## config.mk

```make
export PLATFORM = sky130hd
export DESIGN_NAME = mse_and_bit_fail_accumulator
export DESIGN_NICKNAME = d
export VERILOG_FILES = /design/src/hw/rtl/msebf_pkg.sv /design/src/hw/rtl/msebf_addsub.sv /design/src/hw/rtl/msebf_core.sv /design/src/hw/rtl/mse_and_bit_fail_accumulator.sv
export SDC_FILE = /design/constraint.sdc
export NUM_CORES = 1
export LEC_CHECK = 0
export ABC_AREA = 0
export BUFFER_PORTS_ARGS = -buffer_cell sky130_fd_sc_hd__buf_4
export CAP_MARGIN = 20
export CORE_UTILIZATION = 32
export CTS_BUF_LIST = sky130_fd_sc_hd__clkbuf_4
export DETAILED_ROUTE_END_ITERATION = 8
export GPL_TIMING_DRIVEN = 0
export SYNTH_ARGS = -nofsm -noshare
export SYNTH_HDL_FRONTEND = slang
export SYNTH_SLANG_ARGS = --single-unit
```

## constraint.sdc

```tcl
create_clock -name clk -period 8.42 [get_ports clk]
set_clock_uncertainty 0.2 [all_clocks]
set_input_delay 0.842 -clock clk [delete_from_list [all_inputs] [get_ports clk]]
set_output_delay 0.842 -clock clk [all_outputs]
set_load 0.01 [all_outputs]
```

## src/hw/rtl/msebf_pkg.sv

```systemverilog
package msebf_pkg;

  // Element width and the widths that follow from it.
  localparam int VALUE_WIDTH  = 16;
  localparam int DIFF_W       = VALUE_WIDTH + 1;
  localparam int PROD_W       = 2 * VALUE_WIDTH;

  // Accumulator and count widths.
  localparam int MAX_ELEMENTS = 65536;
  localparam int SUM_W        = 48;
  localparam int CNT_W        = $clog2(MAX_ELEMENTS + 1);
  localparam int THR_W        = 16;
  localparam int MEAN_W       = 32;

  // Step counter covers the longest iteration, which is the division.
  localparam int STEP_W       = $clog2(SUM_W);

  localparam logic [THR_W-1:0] THRESH_RESET = THR_W'(1434);

  typedef enum logic [2:0] {
    ST_IDLE,
    ST_DIFF,
    ST_ABS,
    ST_CMP,
    ST_MUL,
    ST_ACC,
    ST_DIV,
    ST_DONE
  } msebf_state_t;

  typedef struct packed {
    logic [MEAN_W-1:0] mean_sq_error;
    logic [CNT_W-1:0]  fail_count;
    logic              count_overflow;
  } msebf_result_t;

  typedef struct packed {
    logic             idle;
    logic [CNT_W-1:0] count;
  } msebf_status_t;

endpackage

```

## src/hw/rtl/msebf_addsub.sv

```systemverilog
module msebf_addsub (
  input  logic [msebf_pkg::SUM_W-1:0] a,
  input  logic [msebf_pkg::SUM_W-1:0] b,
  input  logic                        sub,
  output logic [msebf_pkg::SUM_W-1:0] sum,
  output logic                        carry
);
  import msebf_pkg::*;

  logic [SUM_W:0] full;

  // For a subtraction the carry out is set when a >= b as unsigned values.
  assign full  = {1'b0, a} + {1'b0, (sub ? ~b : b)} + (SUM_W+1)'(sub);
  assign sum   = full[SUM_W-1:0];
  assign carry = full[SUM_W];

endmodule

```

## src/hw/rtl/msebf_core.sv

```systemverilog
module msebf_core (
  input  logic                            clk,
  input  logic                            rst,
  input  logic                            cfg_write,
  input  logic [msebf_pkg::THR_W-1:0]     cfg_data,
  input  logic                            start,
  input  logic [msebf_pkg::VALUE_WIDTH-1:0] expected_value,
  input  logic [msebf_pkg::VALUE_WIDTH-1:0] produced_value,
  input  logic                            last_element,
  output msebf_pkg::msebf_status_t        status,
  output logic                            res_valid,
  input  logic                            res_ready,
  output msebf_pkg::msebf_result_t        result
);
  import msebf_pkg::*;

  msebf_state_t state, state_next;

  logic [THR_W-1:0]       threshold;
  logic [VALUE_WIDTH-1:0] e_val;
  logic [VALUE_WIDTH-1:0] p_val;
  logic                   last_q;
  logic [DIFF_W-1:0]      diff;
  logic [VALUE_WIDTH-1:0] mag;
  logic                   fail_q;
  logic [VALUE_WIDTH-1:0] hi;
  logic [VALUE_WIDTH-1:0] lo;
  logic [SUM_W-1:0]       error_sum;
  logic [CNT_W-1:0]       element_count;
  logic [CNT_W-1:0]       fail_tally;
  logic                   overflow_seen;
  logic [CNT_W-1:0]       rem;
  logic [SUM_W-1:0]       quo;
  logic [STEP_W-1:0]      step;

  logic [SUM_W-1:0]       add_a;
  logic [SUM_W-1:0]       add_b;
  logic                   add_sub;
  logic [SUM_W-1:0]       add_sum;
  logic                   add_carry;
  logic [VALUE_WIDTH:0]   mul_s;
  logic [CNT_W:0]         trial;
  logic                   count_full;

  assign count_full = (element_count >= CNT_W'(MAX_ELEMENTS));
  assign mul_s      = add_sum[VALUE_WIDTH:0];
  assign trial      = {rem, quo[SUM_W-1]};

  // The one adder in the block; the state picks its operands.
  always_comb begin
    add_a   = '0;
    add_b   = '0;
    add_sub = 1'b0;
    case (state)
      ST_DIFF: begin
        add_a   = {{(SUM_W-VALUE_WIDTH){e_val[VALUE_WIDTH-1]}}, e_val};
        add_b   = {{(SUM_W-VALUE_WIDTH){p_val[VALUE_WIDTH-1]}}, p_val};
        add_sub = 1'b1;
      end
      ST_ABS: begin
        add_b   = {{(SUM_W-DIFF_W){diff[DIFF_W-1]}}, diff};
        add_sub = 1'b1;
      end
      ST_CMP: begin
        add_a   = {{(SUM_W-VALUE_WIDTH){1'b0}}, mag};
        add_b   = {{(SUM_W-THR_W){1'b0}}, threshold};
        add_sub = 1'b1;
      end
      ST_MUL: begin
        add_a   = {{(SUM_W-VALUE_WIDTH){1'b0}}, hi};
        add_b   = lo[0] ? {{(SUM_W-VALUE_WIDTH){1'b0}}, mag} : '0;
      end
      ST_ACC: begin
        add_a   = error_sum;
        add_b   = {{(SUM_W-PROD_W){1'b0}}, hi, lo};
      end
      ST_DIV: begin
        add_a   = {{(SUM_W-CNT_W-1){1'b0}}, trial};
        add_b   = {{(SUM_W-CNT_W){1'b0}}, element_count};
        add_sub = 1'b1;
      end
      default: begin
        add_sub = 1'b0;
      end
    endcase
  end

  msebf_addsub u_addsub (
    .a     (add_a),
    .b     (add_b),
    .sub   (add_sub),
    .sum   (add_sum),
    .carry (add_carry)
  );

  always_ff @(posedge clk) begin
    if (rst) begin
      state <= ST_IDLE;
    end else begin
      state <= state_next;
    end
  end

  always_comb begin
    state_next = state;
    res_valid  = 1'b0;
    case (state)
      ST_IDLE: begin
        if (start) begin
          if (!count_full) begin
            state_next = ST_DIFF;
          end else if (last_element) begin
            state_next = ST_DIV;
          end
        end
      end
      ST_DIFF: state_next = ST_ABS;
      ST_ABS:  state_next = ST_CMP;
      ST_CMP:  state_next = ST_MUL;
      ST_MUL: begin
        if (step == '0) begin
          state_next = ST_ACC;
        end
      end
      ST_ACC:  state_next = last_q ? ST_DIV : ST_IDLE;
      ST_DIV: begin
        if (step == '0) begin
          state_next = ST_DONE;
        end
      end
      ST_DONE: begin
        res_valid = 1'b1;
        if (res_ready) begin
          state_next = ST_IDLE;
        end
      end
      default: state_next = ST_IDLE;
    endcase
  end

  // Threshold register.
  always_ff @(posedge clk) begin
    if (rst) begin
      threshold <= THRESH_RESET;
    end else if (cfg_write) begin
      threshold <= cfg_data;
    end
  end

  // Accumulators.
  always_ff @(posedge clk) begin
    if (rst) begin
      error_sum     <= '0;
      element_count <= '0;
      fail_tally    <= '0;
      overflow_seen <= 1'b0;
    end else begin
      case (state)
        ST_IDLE: begin
          if (start && count_full) begin
            overflow_seen <= 1'b1;
          end
        end
        ST_ACC: begin
          error_sum     <= add_sum;
          element_count <= element_count + CNT_W'(1);
          fail_tally    <= fail_tally + CNT_W'(fail_q);
        end
        ST_DONE: begin
          if (res_ready) begin
            error_sum     <= '0;
            element_count <= '0;
            fail_tally    <= '0;
            overflow_seen <= 1'b0;
          end
        end
        default: begin
          error_sum <= error_sum;
        end
      endcase
    end
  end

  // Working registers of the shared unit.
  always_ff @(posedge clk) begin
    case (state)
      ST_IDLE: begin
        if (start) begin
          e_val  <= expected_value;
          p_val  <= produced_value;
          last_q <= last_element;
          rem    <= '0;
          quo    <= error_sum;
          step   <= STEP_W'(SUM_W - 1);
        end
      end
      ST_DIFF: diff <= add_sum[DIFF_W-1:0];
      ST_ABS:  mag  <= diff[DIFF_W-1] ? add_sum[VALUE_WIDTH-1:0] : diff[VALUE_WIDTH-1:0];
      ST_CMP: begin
        fail_q <= add_carry;
        hi     <= '0;
        lo     <= mag;
        step   <= STEP_W'(VALUE_WIDTH - 1);
      end
      ST_MUL: begin
        hi   <= mul_s[VALUE_WIDTH:1];
        lo   <= {mul_s[0], lo[VALUE_WIDTH-1:1]};
        step <= step - STEP_W'(1);
      end
      ST_ACC: begin
        rem  <= '0;
        quo  <= add_sum;
        step <= STEP_W'(SUM_W - 1);
      end
      ST_DIV: begin
        rem  <= add_carry ? add_sum[CNT_W-1:0] : trial[CNT_W-1:0];
        quo  <= {quo[SUM_W-2:0], add_carry};
        step <= step - STEP_W'(1);
      end
      default: begin
        step <= step;
      end
    endcase
  end

  always_comb begin
    if (element_count == '0) begin
      result.mean_sq_error = '0;
    end else if (|quo[SUM_W-1:MEAN_W]) begin
      result.mean_sq_error = '1;
    end else begin
      result.mean_sq_error = quo[MEAN_W-1:0];
    end
    result.fail_count     = fail_tally;
    result.count_overflow = overflow_seen;
  end

  assign status.idle  = (state == ST_IDLE);
  assign status.count = element_count;

endmodule

```

## src/hw/rtl/mse_and_bit_fail_accumulator.sv

```systemverilog
// Channel   Direction  Handshake            Payload
// in        input      in_valid / in_stall  expected_value, produced_value, last_element
// out       output     out_valid / out_stall mean_sq_error, fail_count, count_overflow
// cfg       input      cfg_write            cfg_data (bit fail threshold)
//
// An element is taken in the idle state, then passes three times through the shared
// adder for difference, magnitude and threshold compare, 16 shift-add steps for
// the square, and an accumulate step. The last element of a set adds 48 restoring
// division steps and a done state that hands the result to the output register.
// An element that arrives with the count already full is dropped and only flagged.
// Reset is synchronous and clears the accumulators and sets the threshold to 1434.
// A stalled result sits in the output register while the next set accumulates.
module mse_and_bit_fail_accumulator (
  input  logic                              clk,
  input  logic                              rst,
  input  logic                              cfg_write,
  input  logic [msebf_pkg::THR_W-1:0]       cfg_data,
  input  logic                              in_valid,
  output logic                              in_stall,
  input  logic signed [msebf_pkg::VALUE_WIDTH-1:0] expected_value,
  input  logic signed [msebf_pkg::VALUE_WIDTH-1:0] produced_value,
  input  logic                              last_element,
  output logic                              out_valid,
  input  logic                              out_stall,
  output logic [msebf_pkg::MEAN_W-1:0]      mean_sq_error,
  output logic [msebf_pkg::CNT_W-1:0]       fail_count,
  output logic                              count_overflow
);
  import msebf_pkg::*;

  msebf_status_t core_stat;
  msebf_result_t core_res;
  logic          res_valid;
  logic          res_ready;
  logic          res_fire;
  logic          in_fire;

  // The sequencer takes a new element only while it is idle.
  assign in_stall = !core_stat.idle;
  assign in_fire  = in_valid && !in_stall;

  // The output register can load when it is empty or its transfer completes now.
  assign res_ready = !out_valid || !out_stall;
  assign res_fire  = res_valid && res_ready;

  msebf_core u_core (
    .clk            (clk),
    .rst            (rst),
    .cfg_write      (cfg_write),
    .cfg_data       (cfg_data),
    .start          (in_fire),
    .expected_value (expected_value),
    .produced_value (produced_value),
    .last_element   (last_element),
    .status         (core_stat),
    .res_valid      (res_valid),
    .res_ready      (res_ready),
    .result         (core_res)
  );

  always_ff @(posedge clk) begin
    if (rst) begin
      out_valid <= 1'b0;
    end else if (res_fire) begin
      out_valid <= 1'b1;
    end else if (!out_stall) begin
      out_valid <= 1'b0;
    end
  end

  always_ff @(posedge clk) begin
    if (res_fire) begin
      mean_sq_error  <= core_res.mean_sq_error;
      fail_count     <= core_res.fail_count;
      count_overflow <= core_res.count_overflow;
    end
  end

  // The element count never runs past its limit.
  a_count_limit: assert property (@(posedge clk) disable iff (rst)
    core_stat.count <= CNT_W'(MAX_ELEMENTS))
    else $error("element count exceeded its limit");

  // A result never reports more fails than elements it covers.
  a_fail_le_count: assert property (@(posedge clk) disable iff (rst)
    res_fire |-> core_res.fail_count <= core_stat.count)
    else $error("fail count above element count");

  // Handing over a result clears the accumulators and frees the input.
  a_clear_after_result: assert property (@(posedge clk) disable iff (rst)
    res_fire |=> core_stat.count == '0 && core_stat.idle)
    else $error("accumulators not cleared after result");

endmodule

```

# Word level (Yosys, flattened, before mapping)

Index checks and enable logic that the tools add are counted.
Widths: inputs -> output; s select.

Input bits: 54
Flip-flop bits (word level): 323

Equal/unequal tests: 14
Reduce and logical (&&, ||, !) cells: 24
Bitwise operators: 1
Mux-type cells: 35
Add/sub/neg operators: 5
Magnitude comparators: 1

Operator list:

| operator              | number |
|---|---|
| $pmux 48 s6           | 1 |
| $pmux 48 s5           | 1 |
| $mux 48               | 3 |
| $pmux 48 s3           | 1 |
| $pmux 48 s2           | 1 |
| $pmux 17 s2           | 2 |
| $pmux 16 s2           | 2 |
| $mux 17               | 3 |
| $pmux 17 s3           | 1 |
| $add 48x48->49        | 1 |
| $add 49x1->49         | 1 |
| $not 48->48           | 1 |
| $mux 16               | 2 |
| $mux 32               | 1 |
| $pmux 3 s8            | 1 |
| $pmux 6 s4            | 1 |
| $mux 3                | 7 |
| $add 17x1->17         | 1 |
| $add 17x1->17 const B | 1 |
| $ge 17x17->1 const B  | 1 |
| $logic_not 17->1      | 1 |
| $reduce_or 16->1      | 1 |
| $eq 3x3->1 const B    | 4 |
| $ne 2x1->1 const B    | 5 |
| other kinds (21)      | 36 |

# Longest topological paths before layout

Depth after elaboration: 8
Mapped depth: 22
Depth with buffers taken out: 18

# Cells and area by module

A second synthesis with hierarchy kept.

Cell total of the unflattened synthesis: 1710
Area total of the unflattened synthesis: 17969.7 µm²

Modules (own cells, without submodules):

| module                       | cells each | seq. area each (µm²) | area an instance (µm²) | times used |
|---|---|---|---|---|
| msebf_core                   | 1129       | 7146.9               | 12778.5                | 1 |
| msebf_addsub                 | 524        | 0.0                  | 3641.0                 | 1 |
| mse_and_bit_fail_accumulator | 57         | 1521.5               | 1550.2                 | 1 |

# Least setup slack after synthesis

No wires, ideal clock.

Path kind: reg2reg
From: reg u_core.state[2]
To: reg u_core.quo[0] (enable)
Required time: 7.642 ns
Arrival: 5.665 ns
Slack: 1.977 ns
Stages on the path, launching flop included: 6
Buffers on the path: 4
Library setup time: 0.578 ns
Cell sequence: dfxtp_1 > buf_2 > clkbuf_1 > clkbuf_1 > clkbuf_1 > o21ai_0

Longest elaborated chain between the ends: 4

Ends and longest elaborated chain:

| item                           | line                                 | RTL |
|---|---|---|
| start: declaration             | msebf_core.sv:17                     | `msebf_state_t state, state_next;` |
| start signal: assignment       | msebf_core.sv:100                    | `state <= state_next;` |
| $logic_not 3->1                | msebf_core.sv:186, msebf_core.sv:238 |  |
| $logic_and 1x1->1              | mse_and_bit_fail_accumulator.sv:40   | `assign in_fire = in_valid && !in_stall;` |
| $ne 2x1->1 (no line)           | --                                   |  |
| $reduce_and 2->1 (no line) (*) | --                                   |  |
| end signal: assignment         | msebf_core.sv:193                    | `quo <= error_sum;` |
| end signal: assignment         | msebf_core.sv:212                    | `quo <= add_sum;` |
| end signal: assignment         | msebf_core.sv:217                    | `quo <= {quo[SUM_W-2:0], add_carry};` |
| end: declaration               | msebf_core.sv:33                     | `logic [SUM_W-1:0] quo;` |

Every way passes the cells marked *; elsewhere a longest branch is shown, timed or not.
A chain may end at the register's enable or synchronous reset.

# Final worst setup path

From: reg u_core.state[1]
To: reg u_core.rem[12], data pin

Longest elaborated chain between the ends: 8

Ends and longest elaborated chain:

| item                                           | line                                 | RTL |
|---|---|---|
| $eq 3x3->1 (tied with other cells)             | msebf_core.sv:54                     | `case (state)` |
| $pmux 48 s6 or $reduce_or 4->1 (tied branches) | --                                   |  |
| $not 48->48 or $mux 1 (tied branches)          | msebf_addsub.sv:13, msebf_core.sv:54 |  |
| $mux 48                                        | msebf_addsub.sv:13                   | `assign full = {1'b0, a} + {1'b0, (sub ? ~b : b)} + (SUM_W+1)'(sub);` |
| $add 48x48->49                                 | msebf_addsub.sv:13                   |  |
| $add 49x1->49 (*)                              | msebf_addsub.sv:13                   |  |
| named net u_core.add_carry                     | msebf_core.sv:40                     | `logic add_carry;` |
| $mux 17 (*)                                    | msebf_core.sv:216                    | `rem <= add_carry ? add_sum[CNT_W-1:0] : trial[CNT_W-1:0];` |
| $pmux 17 s3 (*)                                | msebf_core.sv:186                    | `case (state)` |
| end signal: assignment                         | msebf_core.sv:216                    |  |
| end: declaration                               | msebf_core.sv:32                     | `logic [CNT_W-1:0] rem;` |

The timed path passes the listed nets; every way through them passes the cells marked *.

==> impl_metrics.tcl <==
set metrics [dict create \
    grt_max_degree 47 \
    ant_nets 0 \
    final_cell_mix "nand2_1, edfxtp_1, clkbuf_4, a21oi_1, nor2_1" \
    period_share_pct 80.7 \
    yosysSeqAreaShare_pct 50.9 \
    wl_per_cell_um 21.4 \
    async_flop_share_pct 0 \
    setup_viol 0 \
    synthMuxAreaShare_pct 4.09 \
    synth_edf_count 220 \
    via_count 14400 \
    postSynthCellCount 1702 \
    yosysWarningCount 0 \
    r2r_slack_ns 1.62 \
    leakagePower_nw 7.98 \
    drt_pass1_iterations 5 \
    slew_headroom_pct 20.9 \
    p_per_area_nw_per_um2 390 \
    synth_area_leaders "edfxtp_1, dfxtp_1, nand2_1" \
    drc 0 \
    wl_mm 57.6 \
    status "finished, final reports clean" \
    clk_latency_ns 0.82 \
    synth_top_family_by_area "compound AO/OA/AOI/OAI gates" \
    core_area_um2 52600 \
    finalPower_mw 7.93 \
    worst_pin_slew_ns 1.18 \
    fin_nets 2040 \
    dp_slack_ns 1.69 \
    cts_made_buffers 83 \
    syn_area_um2 17000 \
    synthSimpleGateAreaFrac_pct 13.7 \
    rr_endpoint "u_core.rem[12]$_SDFFCE_PP0P_" \
    avgSynthCellArea_um2 10.0 \
    fin_util_pct 38.7 \
    dp_hpwl_mm 43.5 \
    clk_pin_slew_worst_paths_ns 0.07 \
    max-clock-path-buffers 3 \
    hp-class "primary input to flop" \
    crit_arrival_ns 7.11 \
    crit_start "u_core.state[1]$_SDFFE_PP0P_" \
    crit_type "flop to flop" \
    drive_above_1_share_pct 14.6 \
    first_global_vias 13900 \
    synth_area_leader_cell "edfxtp_1" \
    io_buffers 104 \
    ios 106 \
    ys_ff_latch 323 \
    slew_violations 0 \
    start_util_pct 32.4 \
    syn2layout_area_growth_pct 19.5 \
    fillCellCount 5286 \
    finalHoldViolCount 0 \
    die_x_um 233 \
    drt_iter0_drc 1343 \
    setup_slack_ns 1.62 \
    irDropWorstVdd_uv 185 \
    post_cts_resized 0 \
    row_count 84 \
    endpoint_kind "flop" \
    fp.dieH_um 233 \
    regToRegStartpoint "u_core.state[1]$_SDFFE_PP0P_" \
    gp_congestion 0.960 \
    start_kind "flop" \
    ys.flop_type "edfxtp_1" \
    vias_per_cell 5.36 \
    fmax_mhz 147 \
    syn_nets 1810 \
    path_max_fanout 10 \
    crit_end "u_core.rem[12]$_SDFFCE_PP0P_" \
    ys_types 71 \
    die-area_um2 54200 \
    rsz0062_at_grt "no" \
    grt_usage_pct 21.2 \
    tritoncts "done" \
    final_common_cell "nand2_1" \
    cts.sinks 323 \
    antenna_found_initial 3 \
    synth_xor_area_share_pct 3.55 \
    worstPathRequired_ns 8.73 \
    grt_pass1_wl_mm 85.7 \
    rr_worst_depth 20 \
    fin_crit_ns 6.80 \
    overflow 0 \
    synth_compound_area_share_pct 20.6 \
    cts_htree_levels 3 \
    max_cap_violations 0 \
    synth_fa_ha_area_share_pct 4.01 \
    synth_top_area_share_pct 38.8 \
    clockRootBuffer "clkbuf_4" \
]
-- Yosys cell counts (all sizes together), types with 3 or more instances --
library cell / instances
a311oi: 4
nand2b: 12
edfxtp: 220
nand3: 20
nor2b: 17
and3: 8
nand4: 29
o22ai: 11
a222oi: 3
a211o: 8
mux2: 13
clkbuf: 94
a21o: 71
o21ai: 111
a21boi: 12
a221oi: 14
xor2: 43
dfxtp: 103
a21oi: 123
a221o: 12
a22o: 16
o21a: 46
nand2: 244
o21bai: 9
inv: 28
a31oi: 7
ha: 53
a211oi: 6
xnor2: 26
and2: 17
nor2: 121
nor4: 8
mux2i: 55
or2: 4
buf: 20
a22oi: 52
nor3: 13
or3: 17
-- stage by stage --
step                instances  area, µm²  hold slack [ns]  setup TNS [ns]
floorplan                1702      17000            0.209               0
global placement         2494      18700            0.232          -72.53
detailed placement       2501      18900            0.242               0
CTS                      2689      20300          0.00226               0
global route             2692      20400          0.00214               0
finish                   2693      20400           0.0698               0
-- critical path: stages (launching register included) --
cell	delay [ns]
dfxtp_1	0.31
buf_2	0.19
buf_2	0.30
buf_1	0.59
clkbuf_1	0.79
clkbuf_1	0.60
o22ai_1	0.15
nand2_1	0.10
o21ai_0	0.10
ha_1	0.43
o21a_1	0.22
o311ai_4	0.13
nand2_2	0.12
a21boi_4	0.08
o41ai_2	0.55
a221o_1	0.36
a31o_1	0.26
a221o_1	0.28
buf_2	0.38
mux2i_1	0.24
nor2_1	0.05
-- timing repair --
action / in CTS / in global routing
hold buffers: 34 / 0
endpoints found under the hold margin: 34 / 0
setup buffers: 0 / 0
-- registers in the layout (all words and copies together) (netlist names), 16 cells and up --
signal / count
u_core.lo: 16
u_core.mag: 16
mean_sq_error: 32
u_core.rem: 17
u_core.diff: 17
u_core.element_count: 17
fail_count: 17
u_core.fail_tally: 17
u_core.hi: 16
u_core.p_val: 16
u_core.quo: 48
u_core.e_val: 16
u_core.error_sum: 48
u_core.threshold: 16
-- how the worst min path moves through the flow --
stage | startpoint | end | slack, ns | depth (start not counted)
6_report | produced_value[13] | u_core.p_val[13]$_DFFE_PP_ | 0.07 | 1
5_1_grt | produced_value[13] | u_core.p_val[13]$_DFFE_PP_ | 0.002 | 1
4_1_cts | produced_value[13] | u_core.p_val[13]$_DFFE_PP_ | 0.002 | 1
3_5_place_dp | u_core.fail_tally[16]$_SDFFE_PP0P_ | fail_count[16]$_DFFE_PP_ | 0.24 | 0
3_3_place_gp | u_core.overflow_seen$_SDFFE_PP0P_ | count_overflow$_DFFE_PP_ | 0.23 | 0
2_1_floorplan | u_core.overflow_seen$_SDFFE_PP0P_ | count_overflow$_DFFE_PP_ | 0.21 | 0
-- cells by family (layout without fill, tap and decap cells) --
logic type	Yosys count	count (layout)
AO/OA/AOI/OAI	526	526
AND/OR/NAND/NOR	520	520
flip-flops	323	323
buffers and inverters	142	441
XOR/XNOR	69	69
multiplexers	68	68
adder cells (fa/ha/maj)	54	54
other	0	4
-- metal layers --
| metal | global-route usage [%] | vias up | part of all wire [%] |
|---|---|---|---|
| met2 | 32.2 | 593 | 44 |
| met3 | 5.27 | 95 | 8.8 |
| met4 | 7.15 | 0 | 2.3 |
| met1 | 29.1 | 6953 | 45 |
| li1 | - | 6802 | - |
| met5 | 0 | - | 0 |
-- report_power, final --
| part | internal, mW | switching (mW) | total (mW) |
|---|---|---|---|
| Sequential | 2.33 | 0.294 | 2.62 |
| Combinational | 1.17 | 2.70 | 3.87 |
| Clock | 0.753 | 0.683 | 1.44 |
-- final cells by class --
class	instances	area (µm²)	share of cell area, %
Sequential cell	323	8670	42.6
Multi-Input combinational cell	1237	7860	38.6
Timing Repair Buffer	145	1270	6.25
Clock buffer	126	946	4.65
Tap cell	688	861	4.23
Buffer	114	442	2.17
Clock inverter	28	189	0.928
Inverter	28	105	0.516
Antenna cell	4	10.0	0.0492
(Power assumes the default switching activity.)
